--- config.mk ---
export PLATFORM = sky130hd
export DESIGN_NAME = grid_ray_march_column
export DESIGN_NICKNAME = d
export VERILOG_FILES = /design/src/rtl/grm_pkg.sv /design/src/rtl/grm_divider.sv /design/src/rtl/grm_sine.sv /design/src/rtl/grm_stepper.sv /design/src/rtl/grid_ray_march_column.sv
export SDC_FILE = /design/constraint.sdc
export NUM_CORES = 1
export LEC_CHECK = 0
export ABC_CLOCK_PERIOD_IN_PS = 40300
export BUFFER_PORTS_ARGS = -buffer_cell sky130_fd_sc_hd__buf_2
export CAP_MARGIN = 10
export CORE_MARGIN = 1
export CORE_UTILIZATION = 45
export DETAILED_ROUTE_END_ITERATION = 8
export SETUP_SLACK_MARGIN = 0.2
export SLEW_MARGIN = 10
export SYNTH_ARGS = -nofsm -noshare
export SYNTH_HDL_FRONTEND = slang
export SYNTH_HIERARCHICAL = 1
export SYNTH_SLANG_ARGS = --single-unit
--- constraint.sdc ---
create_clock -name clk_i -period 40.3 [get_ports clk_i]
set_input_delay 4.03 -clock clk_i [delete_from_list [all_inputs] [get_ports clk_i]]
set_output_delay 4.03 -clock clk_i [all_outputs]
set_load 0.01 [all_outputs]
--- src/rtl/grm_pkg.sv ---
`timescale 1ns / 1ps
// ----------------------------------------------------------------------------
// grm_pkg
// Shared types, constants and the quarter-wave sine table of the grid ray
// marcher.
// ----------------------------------------------------------------------------
package grm_pkg;

  // default parameter values
  localparam int unsigned DEF_SCREEN_COLUMNS = 120;
  localparam int unsigned DEF_SCREEN_ROWS    = 40;
  localparam int unsigned DEF_MAP_SIZE       = 16;
  localparam int unsigned DEF_MAX_STEPS      = 160;

  // configuration register indexes
  localparam int unsigned CFG_IDX_W = 3;
  localparam logic [CFG_IDX_W-1:0] REG_PLAYER_X  = 3'd0;
  localparam logic [CFG_IDX_W-1:0] REG_PLAYER_Y  = 3'd1;
  localparam logic [CFG_IDX_W-1:0] REG_HEADING   = 3'd2;
  localparam logic [CFG_IDX_W-1:0] REG_WALLS_0   = 3'd3;
  localparam logic [CFG_IDX_W-1:0] REG_WALLS_1   = 3'd4;
  localparam logic [CFG_IDX_W-1:0] REG_WALLS_2   = 3'd5;
  localparam logic [CFG_IDX_W-1:0] REG_WALLS_3   = 3'd6;
  localparam int unsigned CFG_DATA_W = 64;

  // stop kinds
  localparam logic [1:0] STOP_WALL     = 2'd0;
  localparam logic [1:0] STOP_LEFT_MAP = 2'd1;
  localparam logic [1:0] STOP_DEPTH    = 2'd2;

  // field widths
  localparam int unsigned POS_W   = 16;
  localparam int unsigned ANGLE_W = 16;
  localparam int unsigned SIN_W   = 16;
  localparam int unsigned COL_W   = 7;

  // angle constants
  localparam int unsigned FOV_SHIFT    = 13;
  localparam int unsigned FOV_UNITS    = 1 << FOV_SHIFT;
  localparam int unsigned QUARTER_TURN = 16384;
  localparam int unsigned SINE_ONE     = 16384;

  // march geometry: one map unit is 4096 position lsbs times 40 (0.1 unit steps)
  localparam int unsigned CELL_SCALE = 40;
  localparam int unsigned CELL_SPAN  = 163840;
  localparam int unsigned REM_W      = 18;
  localparam int unsigned CELL_W     = 8;
  localparam int unsigned WALL_DIM   = 16;
  localparam int unsigned WALL_BITS  = WALL_DIM * WALL_DIM;

  // ceiling: (rows*steps - 20*rows) / (2*steps)
  localparam int unsigned CEIL_BIAS_STEPS = 20;

  // shared divider widths, sized for the full parameter ranges
  localparam int unsigned DIV_NUM_W = 21;
  localparam int unsigned DIV_DEN_W = 12;

  typedef enum logic [3:0] {
    S_IDLE,
    S_OFS_DIV,
    S_SIN_X,
    S_SIN_Y,
    S_LOAD,
    S_FIRST,
    S_MARCH,
    S_CEIL_PREP,
    S_CEIL_START,
    S_CEIL_DIV,
    S_FINISH
  } state_e;

  typedef struct packed {
    logic load;
    logic advance;
  } step_ctrl_t;

  typedef struct packed {
    logic off_map;
    logic wall;
  } march_stat_t;

  // Q1.14 samples of sin(k*pi/128), k = 0 .. 64
  function automatic logic [14:0] quarter_sine(input logic [6:0] idx);
    logic [14:0] v;
    case (idx)
      7'd0:  v = 15'd0;     7'd1:  v = 15'd402;   7'd2:  v = 15'd804;
      7'd3:  v = 15'd1205;  7'd4:  v = 15'd1606;  7'd5:  v = 15'd2006;
      7'd6:  v = 15'd2404;  7'd7:  v = 15'd2801;  7'd8:  v = 15'd3196;
      7'd9:  v = 15'd3590;  7'd10: v = 15'd3981;  7'd11: v = 15'd4370;
      7'd12: v = 15'd4756;  7'd13: v = 15'd5139;  7'd14: v = 15'd5520;
      7'd15: v = 15'd5897;  7'd16: v = 15'd6270;  7'd17: v = 15'd6639;
      7'd18: v = 15'd7005;  7'd19: v = 15'd7366;  7'd20: v = 15'd7723;
      7'd21: v = 15'd8076;  7'd22: v = 15'd8423;  7'd23: v = 15'd8765;
      7'd24: v = 15'd9102;  7'd25: v = 15'd9434;  7'd26: v = 15'd9760;
      7'd27: v = 15'd10080; 7'd28: v = 15'd10394; 7'd29: v = 15'd10702;
      7'd30: v = 15'd11003; 7'd31: v = 15'd11297; 7'd32: v = 15'd11585;
      7'd33: v = 15'd11866; 7'd34: v = 15'd12140; 7'd35: v = 15'd12406;
      7'd36: v = 15'd12665; 7'd37: v = 15'd12916; 7'd38: v = 15'd13160;
      7'd39: v = 15'd13395; 7'd40: v = 15'd13623; 7'd41: v = 15'd13842;
      7'd42: v = 15'd14053; 7'd43: v = 15'd14256; 7'd44: v = 15'd14449;
      7'd45: v = 15'd14635; 7'd46: v = 15'd14811; 7'd47: v = 15'd14978;
      7'd48: v = 15'd15137; 7'd49: v = 15'd15286; 7'd50: v = 15'd15426;
      7'd51: v = 15'd15557; 7'd52: v = 15'd15679; 7'd53: v = 15'd15791;
      7'd54: v = 15'd15893; 7'd55: v = 15'd15986; 7'd56: v = 15'd16069;
      7'd57: v = 15'd16143; 7'd58: v = 15'd16207; 7'd59: v = 15'd16261;
      7'd60: v = 15'd16305; 7'd61: v = 15'd16340; 7'd62: v = 15'd16364;
      7'd63: v = 15'd16379; 7'd64: v = 15'd16384;
      default: v = 15'd0;
    endcase
    return v;
  endfunction

endpackage

--- src/rtl/grm_divider.sv ---
`timescale 1ns / 1ps
// ----------------------------------------------------------------------------
// grm_divider
// Shared unsigned restoring divider, one quotient bit per cycle.
// ----------------------------------------------------------------------------
module grm_divider
  import grm_pkg::*;
#(
  parameter int unsigned NUM_W = DIV_NUM_W,
  parameter int unsigned DEN_W = DIV_DEN_W
) (
  input  logic             clk_i,
  input  logic             rst_ni,
  input  logic             start_i,
  input  logic [NUM_W-1:0] num_i,
  input  logic [DEN_W-1:0] den_i,
  output logic             done_o,
  output logic [NUM_W-1:0] quot_o
);

  localparam int unsigned CNT_W = $clog2(NUM_W);

  logic [NUM_W-1:0] quot_q, quot_d;
  logic [DEN_W-1:0] rem_q, rem_d;
  logic [DEN_W-1:0] den_q, den_d;
  logic [CNT_W-1:0] cnt_q, cnt_d;
  logic             busy_q, busy_d;
  logic             done_q, done_d;
  logic [DEN_W:0]   trial;
  logic [DEN_W:0]   diff;
  logic             ge;

  always_comb begin
    trial = {rem_q, quot_q[NUM_W-1]};
    diff  = trial - {1'b0, den_q};
    ge    = trial >= {1'b0, den_q};
  end

  always_comb begin
    quot_d = quot_q;
    rem_d  = rem_q;
    den_d  = den_q;
    cnt_d  = cnt_q;
    busy_d = busy_q;
    done_d = 1'b0;
    if (start_i) begin
      quot_d = num_i;
      rem_d  = '0;
      den_d  = den_i;
      cnt_d  = '0;
      busy_d = 1'b1;
    end else if (busy_q) begin
      quot_d = {quot_q[NUM_W-2:0], ge};
      rem_d  = ge ? diff[DEN_W-1:0] : trial[DEN_W-1:0];
      cnt_d  = cnt_q + CNT_W'(1);
      if (cnt_q == CNT_W'(NUM_W - 1)) begin
        busy_d = 1'b0;
        done_d = 1'b1;
      end
    end
  end

  always_ff @(posedge clk_i or negedge rst_ni) begin
    if (!rst_ni) begin
      busy_q <= 1'b0;
      done_q <= 1'b0;
      cnt_q  <= '0;
    end else begin
      busy_q <= busy_d;
      done_q <= done_d;
      cnt_q  <= cnt_d;
    end
  end

  always_ff @(posedge clk_i) begin
    quot_q <= quot_d;
    rem_q  <= rem_d;
    den_q  <= den_d;
  end

  assign done_o = done_q;
  assign quot_o = quot_q;

endmodule

--- src/rtl/grm_sine.sv ---
`timescale 1ns / 1ps
// ----------------------------------------------------------------------------
// grm_sine
// Table sine with linear interpolation, Q1.14 result, registered output.
// ----------------------------------------------------------------------------
module grm_sine
  import grm_pkg::*;
(
  input  logic                    clk_i,
  input  logic [ANGLE_W-1:0]      angle_i,
  output logic signed [SIN_W-1:0] sin_o
);

  logic [1:0]            quad;
  logic [14:0]           phase;
  logic [6:0]            idx;
  logic [7:0]            frac;
  logic [14:0]           lo;
  logic [14:0]           hi;
  logic [8:0]            slope;
  logic [16:0]           prod;
  logic [14:0]           mag;
  logic signed [SIN_W-1:0] sin_d;
  logic signed [SIN_W-1:0] sin_q;

  always_comb begin
    quad  = angle_i[ANGLE_W-1 -: 2];
    // second and fourth quadrants run the quarter wave backwards
    phase = quad[0] ? 15'(QUARTER_TURN) - {1'b0, angle_i[13:0]} : {1'b0, angle_i[13:0]};
    idx   = phase[14:8];
    frac  = phase[7:0];
    lo    = quarter_sine(idx);
    hi    = quarter_sine(idx + 7'd1);
    slope = 9'(hi - lo);
    prod  = 17'(slope) * 17'(frac);
    mag   = idx[6] ? 15'(SINE_ONE) : lo + 15'(prod[16:8]);
    sin_d = quad[1] ? -$signed({1'b0, mag}) : $signed({1'b0, mag});
  end

  always_ff @(posedge clk_i) begin
    sin_q <= sin_d;
  end

  assign sin_o = sin_q;

endmodule

--- src/rtl/grm_stepper.sv ---
`timescale 1ns / 1ps
// ----------------------------------------------------------------------------
// grm_stepper
// Ray position as cell index plus remainder per axis, one step per advance,
// with the map bounds and wall test on the current cell.
// ----------------------------------------------------------------------------
module grm_stepper
  import grm_pkg::*;
#(
  parameter  int unsigned MAP_SIZE  = DEF_MAP_SIZE,
  parameter  int unsigned MAX_STEPS = DEF_MAX_STEPS,
  localparam int unsigned STEP_W    = $clog2(MAX_STEPS + 1)
) (
  input  logic                    clk_i,
  input  logic                    rst_ni,
  input  step_ctrl_t              ctrl_i,
  input  logic [POS_W-1:0]        pos_x_i,
  input  logic [POS_W-1:0]        pos_y_i,
  input  logic signed [SIN_W-1:0] step_x_i,
  input  logic signed [SIN_W-1:0] step_y_i,
  input  logic [WALL_BITS-1:0]    wall_map_i,
  output march_stat_t             stat_o,
  output logic [STEP_W-1:0]       step_n_o
);

  localparam int unsigned SUM_W = REM_W + 1;
  localparam logic signed [SUM_W-1:0] SPAN_S = SUM_W'(CELL_SPAN);

  logic signed [CELL_W-1:0] cell_q [2];
  logic signed [CELL_W-1:0] cell_d [2];
  logic [REM_W-1:0]         rem_q  [2];
  logic [REM_W-1:0]         rem_d  [2];
  logic [POS_W-1:0]         pos    [2];
  logic signed [SIN_W-1:0]  delta  [2];
  logic signed [SUM_W-1:0]  sum    [2];
  logic [1:0]               off;
  logic [1:0]               in_wall_map;
  logic [3:0]               wall_idx [2];
  logic [STEP_W-1:0]        n_q, n_d;

  assign pos[0]   = pos_x_i;
  assign pos[1]   = pos_y_i;
  assign delta[0] = step_x_i;
  assign delta[1] = step_y_i;

  always_comb begin
    for (int a = 0; a < 2; a++) begin
      sum[a]    = $signed({1'b0, rem_q[a]}) + SUM_W'(delta[a]);
      cell_d[a] = cell_q[a];
      rem_d[a]  = rem_q[a];
      if (ctrl_i.load) begin
        cell_d[a] = CELL_W'(pos[a][POS_W-1 -: 4]);
        rem_d[a]  = REM_W'(pos[a][11:0] * CELL_SCALE);
      end else if (ctrl_i.advance) begin
        // a step is below one cell span, so at most one carry or borrow
        if (sum[a] < 0) begin
          rem_d[a]  = REM_W'(sum[a] + SPAN_S);
          cell_d[a] = cell_q[a] - CELL_W'(1);
        end else if (sum[a] >= SPAN_S) begin
          rem_d[a]  = REM_W'(sum[a] - SPAN_S);
          cell_d[a] = cell_q[a] + CELL_W'(1);
        end else begin
          rem_d[a]  = REM_W'(sum[a]);
        end
      end
    end
  end

  // floor cell -1 with a nonzero remainder truncates to cell 0
  always_comb begin
    for (int a = 0; a < 2; a++) begin
      if (cell_q[a][CELL_W-1]) begin
        off[a]         = !((cell_q[a] == '1) && (rem_q[a] != '0));
        in_wall_map[a] = 1'b1;
        wall_idx[a]    = '0;
      end else begin
        off[a]         = cell_q[a][CELL_W-2:0] >= (CELL_W-1)'(MAP_SIZE);
        in_wall_map[a] = cell_q[a][CELL_W-2:0] < (CELL_W-1)'(WALL_DIM);
        wall_idx[a]    = cell_q[a][3:0];
      end
    end
    stat_o.off_map = |off;
    stat_o.wall    = &in_wall_map && wall_map_i[{wall_idx[1], wall_idx[0]}];
  end

  always_comb begin
    n_d = n_q;
    if (ctrl_i.load) begin
      n_d = '0;
    end else if (ctrl_i.advance) begin
      n_d = n_q + STEP_W'(1);
    end
  end

  always_ff @(posedge clk_i or negedge rst_ni) begin
    if (!rst_ni) begin
      n_q <= '0;
    end else begin
      n_q <= n_d;
    end
  end

  always_ff @(posedge clk_i) begin
    cell_q <= cell_d;
    rem_q  <= rem_d;
  end

  assign step_n_o = n_q;

endmodule

--- src/rtl/grid_ray_march_column.sv ---
`timescale 1ns / 1ps
// ----------------------------------------------------------------------------
// grid_ray_march_column
// Casts one screen column ray through a 16x16 wall map in fixed 0.1 unit
// steps and returns the step count, stop kind and ceiling and floor rows.
// ----------------------------------------------------------------------------
// Each item marches n steps (at most MAX_STEPS, one per cycle) between input
// accept and result valid; a new item is accepted only after the last result
// has been loaded into the output register, which must first be free.
// The two passes share the bit-serial divider; a result waits in the
// output register while the next item runs.
// Reset clears the configuration registers, the sequencer and output valid.
// ----------------------------------------------------------------------------
module grid_ray_march_column
  import grm_pkg::*;
#(
  parameter int unsigned SCREEN_COLUMNS = DEF_SCREEN_COLUMNS,
  parameter int unsigned SCREEN_ROWS    = DEF_SCREEN_ROWS,
  parameter int unsigned MAP_SIZE       = DEF_MAP_SIZE,
  parameter int unsigned MAX_STEPS      = DEF_MAX_STEPS
) (
  input  logic                  clk_i,
  input  logic                  rst_ni,
  input  logic                  cfg_valid_i,
  output logic                  cfg_ready_o,
  input  logic [CFG_IDX_W-1:0]  cfg_index_i,
  input  logic [CFG_DATA_W-1:0] cfg_data_i,
  input  logic                  in_valid_i,
  output logic                  in_ready_o,
  input  logic [COL_W-1:0]      column_index_i,
  output logic                  out_valid_o,
  input  logic                  out_ready_i,
  output logic [COL_W-1:0]      column_echo_o,
  output logic [7:0]            march_steps_o,
  output logic [1:0]            stop_kind_o,
  output logic signed [9:0]     ceiling_row_o,
  output logic [8:0]            floor_row_o
);

  localparam int unsigned STEP_W  = $clog2(MAX_STEPS + 1);
  localparam int unsigned NUMER_W = DIV_NUM_W + 2;

  state_e state_q, state_d;

  // configuration
  logic [POS_W-1:0]      player_x_q, player_x_d;
  logic [POS_W-1:0]      player_y_q, player_y_d;
  logic [ANGLE_W-1:0]    heading_q, heading_d;
  logic [CFG_DATA_W-1:0] walls_q [4];
  logic [CFG_DATA_W-1:0] walls_d [4];
  logic [WALL_BITS-1:0]  wall_map;

  // control
  logic       div_start;
  logic       div_ceil;
  logic       sine_cos;
  logic       out_free;
  logic       out_load;
  logic       march_stop;
  step_ctrl_t step_ctrl;

  // datapath
  logic [COL_W-1:0]          col_q, col_d;
  logic [ANGLE_W-1:0]        angle_q, angle_d;
  logic signed [SIN_W-1:0]   sx_q, sx_d;
  logic signed [SIN_W-1:0]   sy_q, sy_d;
  logic [STEP_W-1:0]         steps_q, steps_d;
  logic [1:0]                kind_q, kind_d;
  logic [DIV_NUM_W-1:0]      num_q, num_d;
  logic                      neg_q, neg_d;
  logic [9:0]                ceil_q, ceil_d;
  logic [NUMER_W-1:0]        rows_steps;
  logic signed [NUMER_W-1:0] numer;
  logic [NUMER_W-1:0]        numer_mag;

  // shared units
  logic [DIV_NUM_W-1:0]    div_num;
  logic [DIV_DEN_W-1:0]    div_den;
  logic                    div_done;
  logic [DIV_NUM_W-1:0]    div_quot;
  logic [ANGLE_W-1:0]      sine_angle;
  logic signed [SIN_W-1:0] sine_val;
  march_stat_t             stat;
  logic [STEP_W-1:0]       step_n;

  // output register
  logic             out_valid_q, out_valid_d;
  logic [COL_W-1:0] echo_q, echo_d;
  logic [7:0]       steps_out_q, steps_out_d;
  logic [1:0]       kind_out_q, kind_out_d;
  logic [9:0]       ceil_out_q, ceil_out_d;
  logic [8:0]       floor_out_q, floor_out_d;

  // ---------------------------------------------------------------- config
  assign cfg_ready_o = 1'b1;

  always_comb begin
    player_x_d = player_x_q;
    player_y_d = player_y_q;
    heading_d  = heading_q;
    walls_d    = walls_q;
    if (cfg_valid_i) begin
      case (cfg_index_i)
        REG_PLAYER_X: player_x_d = cfg_data_i[POS_W-1:0];
        REG_PLAYER_Y: player_y_d = cfg_data_i[POS_W-1:0];
        REG_HEADING:  heading_d  = cfg_data_i[ANGLE_W-1:0];
        REG_WALLS_0:  walls_d[0] = cfg_data_i;
        REG_WALLS_1:  walls_d[1] = cfg_data_i;
        REG_WALLS_2:  walls_d[2] = cfg_data_i;
        REG_WALLS_3:  walls_d[3] = cfg_data_i;
        default: ;
      endcase
    end
  end

  // bit row*16 + column
  assign wall_map = {walls_q[3], walls_q[2], walls_q[1], walls_q[0]};

  // ------------------------------------------------------------- sequencer
  assign out_free   = !out_valid_q || out_ready_i;
  assign march_stop = stat.off_map || stat.wall || (step_n == STEP_W'(MAX_STEPS));

  always_comb begin
    state_d = state_q;
    case (state_q)
      S_IDLE:       if (in_valid_i) state_d = S_OFS_DIV;
      S_OFS_DIV:    if (div_done) state_d = S_SIN_X;
      S_SIN_X:      state_d = S_SIN_Y;
      S_SIN_Y:      state_d = S_LOAD;
      S_LOAD:       state_d = S_FIRST;
      S_FIRST:      state_d = S_MARCH;
      S_MARCH:      if (march_stop) state_d = S_CEIL_PREP;
      S_CEIL_PREP:  state_d = S_CEIL_START;
      S_CEIL_START: state_d = S_CEIL_DIV;
      S_CEIL_DIV:   if (div_done) state_d = S_FINISH;
      S_FINISH:     if (out_free) state_d = S_IDLE;
      default:      state_d = S_IDLE;
    endcase
  end

  always_comb begin
    in_ready_o        = 1'b0;
    div_start         = 1'b0;
    div_ceil          = 1'b0;
    sine_cos          = 1'b0;
    out_load          = 1'b0;
    step_ctrl.load    = 1'b0;
    step_ctrl.advance = 1'b0;
    case (state_q)
      S_IDLE: begin
        in_ready_o = 1'b1;
        div_start  = in_valid_i;
      end
      S_SIN_Y:      sine_cos = 1'b1;
      S_LOAD:       step_ctrl.load = 1'b1;
      S_FIRST:      step_ctrl.advance = 1'b1;
      S_MARCH:      step_ctrl.advance = !march_stop;
      S_CEIL_START: begin
        div_start = 1'b1;
        div_ceil  = 1'b1;
      end
      S_FINISH:     out_load = out_free;
      default: ;
    endcase
  end

  // -------------------------------------------------------------- datapath
  assign div_num = div_ceil ? num_q : DIV_NUM_W'(column_index_i) << FOV_SHIFT;
  assign div_den = div_ceil ? DIV_DEN_W'({steps_q, 1'b0}) : DIV_DEN_W'(SCREEN_COLUMNS);
  assign sine_angle = angle_q + (sine_cos ? ANGLE_W'(QUARTER_TURN) : '0);

  // signed ceiling numerator rows*steps - 20*rows, divided as a magnitude
  always_comb begin
    rows_steps = NUMER_W'(SCREEN_ROWS) * NUMER_W'(steps_q);
    numer      = $signed(rows_steps - NUMER_W'(CEIL_BIAS_STEPS * SCREEN_ROWS));
    numer_mag  = numer[NUMER_W-1] ? NUMER_W'(-numer) : NUMER_W'(numer);
  end

  always_comb begin
    col_d   = col_q;
    angle_d = angle_q;
    sx_d    = sx_q;
    sy_d    = sy_q;
    steps_d = steps_q;
    kind_d  = kind_q;
    num_d   = num_q;
    neg_d   = neg_q;
    ceil_d  = ceil_q;
    case (state_q)
      S_IDLE:    if (in_valid_i) col_d = column_index_i;
      S_OFS_DIV: begin
        if (div_done) begin
          angle_d = heading_q - ANGLE_W'(FOV_UNITS / 2) + div_quot[ANGLE_W-1:0];
        end
      end
      S_SIN_Y:   sx_d = sine_val;
      S_LOAD:    sy_d = sine_val;
      S_MARCH: begin
        if (stat.off_map) begin
          steps_d = STEP_W'(MAX_STEPS);
          kind_d  = STOP_LEFT_MAP;
        end else if (stat.wall) begin
          steps_d = step_n;
          kind_d  = STOP_WALL;
        end else begin
          steps_d = STEP_W'(MAX_STEPS);
          kind_d  = STOP_DEPTH;
        end
      end
      S_CEIL_PREP: begin
        num_d = numer_mag[DIV_NUM_W-1:0];
        neg_d = numer[NUMER_W-1];
      end
      S_CEIL_DIV: begin
        // truncation toward zero: negate the magnitude quotient
        if (div_done) ceil_d = neg_q ? 10'd0 - div_quot[9:0] : div_quot[9:0];
      end
      default: ;
    endcase
  end

  always_comb begin
    out_valid_d = out_valid_q;
    echo_d      = echo_q;
    steps_out_d = steps_out_q;
    kind_out_d  = kind_out_q;
    ceil_out_d  = ceil_out_q;
    floor_out_d = floor_out_q;
    if (out_load) begin
      out_valid_d = 1'b1;
      echo_d      = col_q;
      steps_out_d = 8'(steps_q);
      kind_out_d  = kind_q;
      ceil_out_d  = ceil_q;
      floor_out_d = 9'(SCREEN_ROWS) - ceil_q[8:0];
    end else if (out_ready_i) begin
      out_valid_d = 1'b0;
    end
  end

  always_ff @(posedge clk_i or negedge rst_ni) begin
    if (!rst_ni) begin
      state_q     <= S_IDLE;
      out_valid_q <= 1'b0;
      player_x_q  <= '0;
      player_y_q  <= '0;
      heading_q   <= '0;
      walls_q     <= '{default: '0};
    end else begin
      state_q     <= state_d;
      out_valid_q <= out_valid_d;
      player_x_q  <= player_x_d;
      player_y_q  <= player_y_d;
      heading_q   <= heading_d;
      walls_q     <= walls_d;
    end
  end

  always_ff @(posedge clk_i) begin
    col_q       <= col_d;
    angle_q     <= angle_d;
    sx_q        <= sx_d;
    sy_q        <= sy_d;
    steps_q     <= steps_d;
    kind_q      <= kind_d;
    num_q       <= num_d;
    neg_q       <= neg_d;
    ceil_q      <= ceil_d;
    echo_q      <= echo_d;
    steps_out_q <= steps_out_d;
    kind_out_q  <= kind_out_d;
    ceil_out_q  <= ceil_out_d;
    floor_out_q <= floor_out_d;
  end

  // --------------------------------------------------------------- units
  grm_divider #(
    .NUM_W(DIV_NUM_W),
    .DEN_W(DIV_DEN_W)
  ) u_divider (
    .clk_i  (clk_i),
    .rst_ni (rst_ni),
    .start_i(div_start),
    .num_i  (div_num),
    .den_i  (div_den),
    .done_o (div_done),
    .quot_o (div_quot)
  );

  grm_sine u_sine (
    .clk_i  (clk_i),
    .angle_i(sine_angle),
    .sin_o  (sine_val)
  );

  grm_stepper #(
    .MAP_SIZE (MAP_SIZE),
    .MAX_STEPS(MAX_STEPS)
  ) u_stepper (
    .clk_i     (clk_i),
    .rst_ni    (rst_ni),
    .ctrl_i    (step_ctrl),
    .pos_x_i   (player_x_q),
    .pos_y_i   (player_y_q),
    .step_x_i  (sx_q),
    .step_y_i  (sy_q),
    .wall_map_i(wall_map),
    .stat_o    (stat),
    .step_n_o  (step_n)
  );

  assign out_valid_o   = out_valid_q;
  assign column_echo_o = echo_q;
  assign march_steps_o = steps_out_q;
  assign stop_kind_o   = kind_out_q;
  assign ceiling_row_o = $signed(ceil_out_q);
  assign floor_row_o   = floor_out_q;

endmodule
==> summary.md <==
| Metric | Value |
|---|---|
| Status | `finished clean` |
| Gpl congestion | `~0.88` |
| Rows | `just over 100` |
| Share of cells above drive strength 1 | `approximately a quarter` |
| Drt initial violations | `between 1500 and 2000` |
| CTS tree | `yes` |
| Hpwl dp | `approximately 64000 µm` |
| Setup TNS | `0 ns` |
| Kind of critical path | `reg2reg` |
| Largest stage delay, worst path | `0.67 ns` |
| Via density per instance | `slightly below 6` |
| Number of remaining DRC errors | `0` |
| R2R setup slack | `between 20 and 30 ns` |
| Initial Utilization | `around 45%` |
| Critical Path RT | `40.83 ns` |
| Synth Flop Type | `dfrtp_1` |
| H-tree level count | `2` |
| DRT Wirelength | `between 80000 and 90000 µm` |
| Hold Path End | `column_echo_o[3]$_DFFE_PP_` |
| Syn Inst Count | `3195` |
| Buffers added on ports | `around 120` |
| Final worst-path cycle share | `approximately 33%` |
| Avg WL per Cell | `around 20 µm` |
| Max Root-Sink Buffers | `3` |
| Clock buffer count from CTS | `between 60 and 70` |
| CP Max Fanout | `between 50 and 60` |
| Die ar. | `between 80000 and 90000 µm²` |
| Startpoint types | `register` |
| Largest net degree at the start of global routing | `95` |
| Post-DP Area | `37500 µm²` |
| Top-area cell type share of the netlist area | `between 20 and 25%` |
| Layout Nets | `around 3600` |
| Cell taking the most area after synthesis | `dfrtp_1` |
| Grt ovf | `0` |
| Cts hold-fix bufs | `0` |
| First-pass GRT wire length | `between 100000 and 150000 µm` |
| Reg clk slew, reported paths | `around 0.06 ns` |
| Setup crit end kind | `register` |
| Reg2reg start | `state_q[1]$_DFFE_PN0P_` |
| Hold path start | `col_q[3]$_DFFE_PP_` |
| Relative slew slack | `around a quarter` |
| Max-slew violations | `0` |
| Initial antenna violation count | `5` |
| Post-synth EDFFs | `200` |
| Chip height | `~280 µm` |
| Tightest Pin Transition | `around 1.1 ns` |
| Vias | `roughly 25000` |
| Clk_skew | `0.0653 ns` |
| Minimum clock period | `roughly 13 ns` |
| Class of the tightest hold or removal check | `reg2reg` |
| Most numerous cell in the Yosys netlist | `mux2_2` |
| Hold depth | `0` |
| Avg Inst Size Synth | `about 11 µm²` |
| RSZ-0062 raised after global routing | `false` |
| Die Wd | `roughly 280 µm` |
| Clock tree root buffer cell | `clkbuf_16` |
| Vias in the first global route | `approximately 25000` |
| Most used cell, CP | `ha_1` |
| # IOs | `about 120` |
| Final core occ | `between 50% and 60%` |
| Hold WS | `~0.42 ns` |
| Final Hold Fails | `0` |
| Fmax | `around 74 MHz` |
| Routed Antenna Nets | `0` |
| Sequential-to-total area share from yosys stat | `roughly two fifths` |
| GRT Util Overall | `between 20% and 30%` |
| Top cells by area, synth | `dfrtp_1 (23%), edfxtp_1 (17%), mux2_2 (11%)` |
| Critical path's slowest cell | `ha_1` |
| Async SR Flop Fraction | `57.2%` |
| Seq cells post-synth | `about 570` |
| Clock Sinks | `roughly 570` |
| Yosys cell types | `between 100 and 150` |
| CP arrival | `approximately 14 ns` |
| Finish-stage setup viols | `0` |
| Area Overhead vs Synth | `10.6%` |
| Post-synth top cells | `mux2_2 (336), dfrtp_1 (324), nor2_1 (237)` |
| Cells on worst reg2reg path | `52` |
| RR Endpoint | `u_sine/sin_o[12]$_DFF_P_` |
| Max_cap viols | `0` |
| Post-CTS Setup Repair Bufs | `0` |
| Synth warn | `6` |
| Final Cell Area | `39600 µm²` |
| Post-cts sizing count | `0` |
| Clock insertion delay at the later pin of the skew report | `around 0.66 ns` |
| Post-Syn Area | `~36000 µm²` |
| Drt pass-1 iters | `5` |
| Core area | `78900 µm²` |
| Filler cell count | `just over 7000` |
[state kept, by name (all words and copies together) (netlist names), 4 cells and up]
signal and count:
wall_map 256, u_stepper/rem_q 36, u_divider/quot_o 21, num_q 18
angle_q 16, heading_q 16, player_x_q 16, player_y_q 16
sx_q 16, sy_q 16, u_sine/sin_o 16, u_stepper/cell_q 16
u_divider/den_q 12, u_divider/rem_q 12, ceil_q 10, ceiling_row_o 10
floor_row_o 8, march_steps_o 8, steps_q 8, u_stepper/step_n_o 8
col_q 7, column_echo_o 7, u_divider/cnt_q 5, state_q 4
[layer usage]
metal	GRT usage, %	share of wire [%]	up-vias
met2	37.0	49	517
met5	0	0.034	-
met4	5.66	2.3	6
met1	29.7	45	12700
li1	-	-	11900
met3	2.42	3.7	127
[worst max path at each step]
| stage | slack, ns | endpoint | cells after the start | start |
|---|---|---|---|---|
| floorplan | 26.75 | u_sine/sin_o[12]$_DFF_P_ | 55 | state_q[0]$_DFFE_PN0P_ |
| global placement | 27.40 | u_sine/sin_o[12]$_DFF_P_ | 49 | state_q[1]$_DFFE_PN0P_ |
| detailed placement | 27.08 | u_sine/sin_o[12]$_DFF_P_ | 52 | state_q[1]$_DFFE_PN0P_ |
| CTS | 26.96 | u_sine/sin_o[12]$_DFF_P_ | 52 | state_q[1]$_DFFE_PN0P_ |
| global route | 25.85 | u_sine/sin_o[12]$_DFF_P_ | 52 | state_q[1]$_DFFE_PN0P_ |
| finish | 26.81 | u_sine/sin_o[12]$_DFF_P_ | 52 | state_q[1]$_DFFE_PN0P_ |
[worst max-delay path: cells and delay by family, from the launching register on]
family | cells | cell delay, ns
compound gates | 16 | 2.72
fa+ha+maj | 11 | 4.57
xor+xnor | 6 | 1.31
simple gates | 10 | 2.27
flops | 1 | 0.62
buf+inv | 9 | 1.84
[placed cells by master, fill, tap and decap left out, types with 34 or more instances in the layout]
cell type	n
nor2_1	237
o21ai_0	115
a21oi_1	135
buf_4	52
nor3_1	58
edfxtp_1	200
mux2i_1	37
buf_2	115
dfrtp_1	324
a21o_1	34
inv_1	143
ha_1	218
nand2b_1	37
xor2_1	60
clkbuf_16	62
nand2_1	193
mux4_2	66
and2_1	43
fa_1	50
a211oi_1	54
xnor2_1	103
mux2_2	336
nand3_1	37
dfxtp_1	42
[per-stage QoR]
stage | worst slack (ns) | cells
final | 26.81 | 4378
after global routing | 25.85 | 4378
after CTS | 26.96 | 4377
after detailed placement | 27.08 | 4263
after global placement | 27.40 | 4263
after floorplan | 26.75 | 3208
[cell families after synthesis]
logic type / after synthesis / share of synthesized area [%]
AND/OR/NAND/NOR: 807 / 11.3
AO/OA/AOI/OAI: 626 / 12.6
flip-flops: 566 / 41.8
multiplexers: 443 / 15.9
buffers and inverters: 311 / 3.63
adder cells (fa/ha/maj): 268 / 10.4
XOR/XNOR: 172 / 4.34
other: 2 / 0.0210
[area by class of cell]
| cell class | instances | area, µm² | share of cell area [%] |
|---|---|---|---|
| diodes | 1 | 2.50 | 0.00632 |
| clock buffers | 87 | 1780 | 4.49 |
| clock inverters | 27 | 329 | 0.831 |
| inverters | 148 | 556 | 1.40 |
| multi-input cells | 2331 | 19700 | 49.7 |
| flip-flops and latches | 566 | 15000 | 37.7 |
| well taps | 1050 | 1310 | 3.32 |
| repair buffers | 168 | 981 | 2.48 |
Power is not shown: default switching activity piles up to over one toggle a cycle in this logic, so the estimate is an artifact.
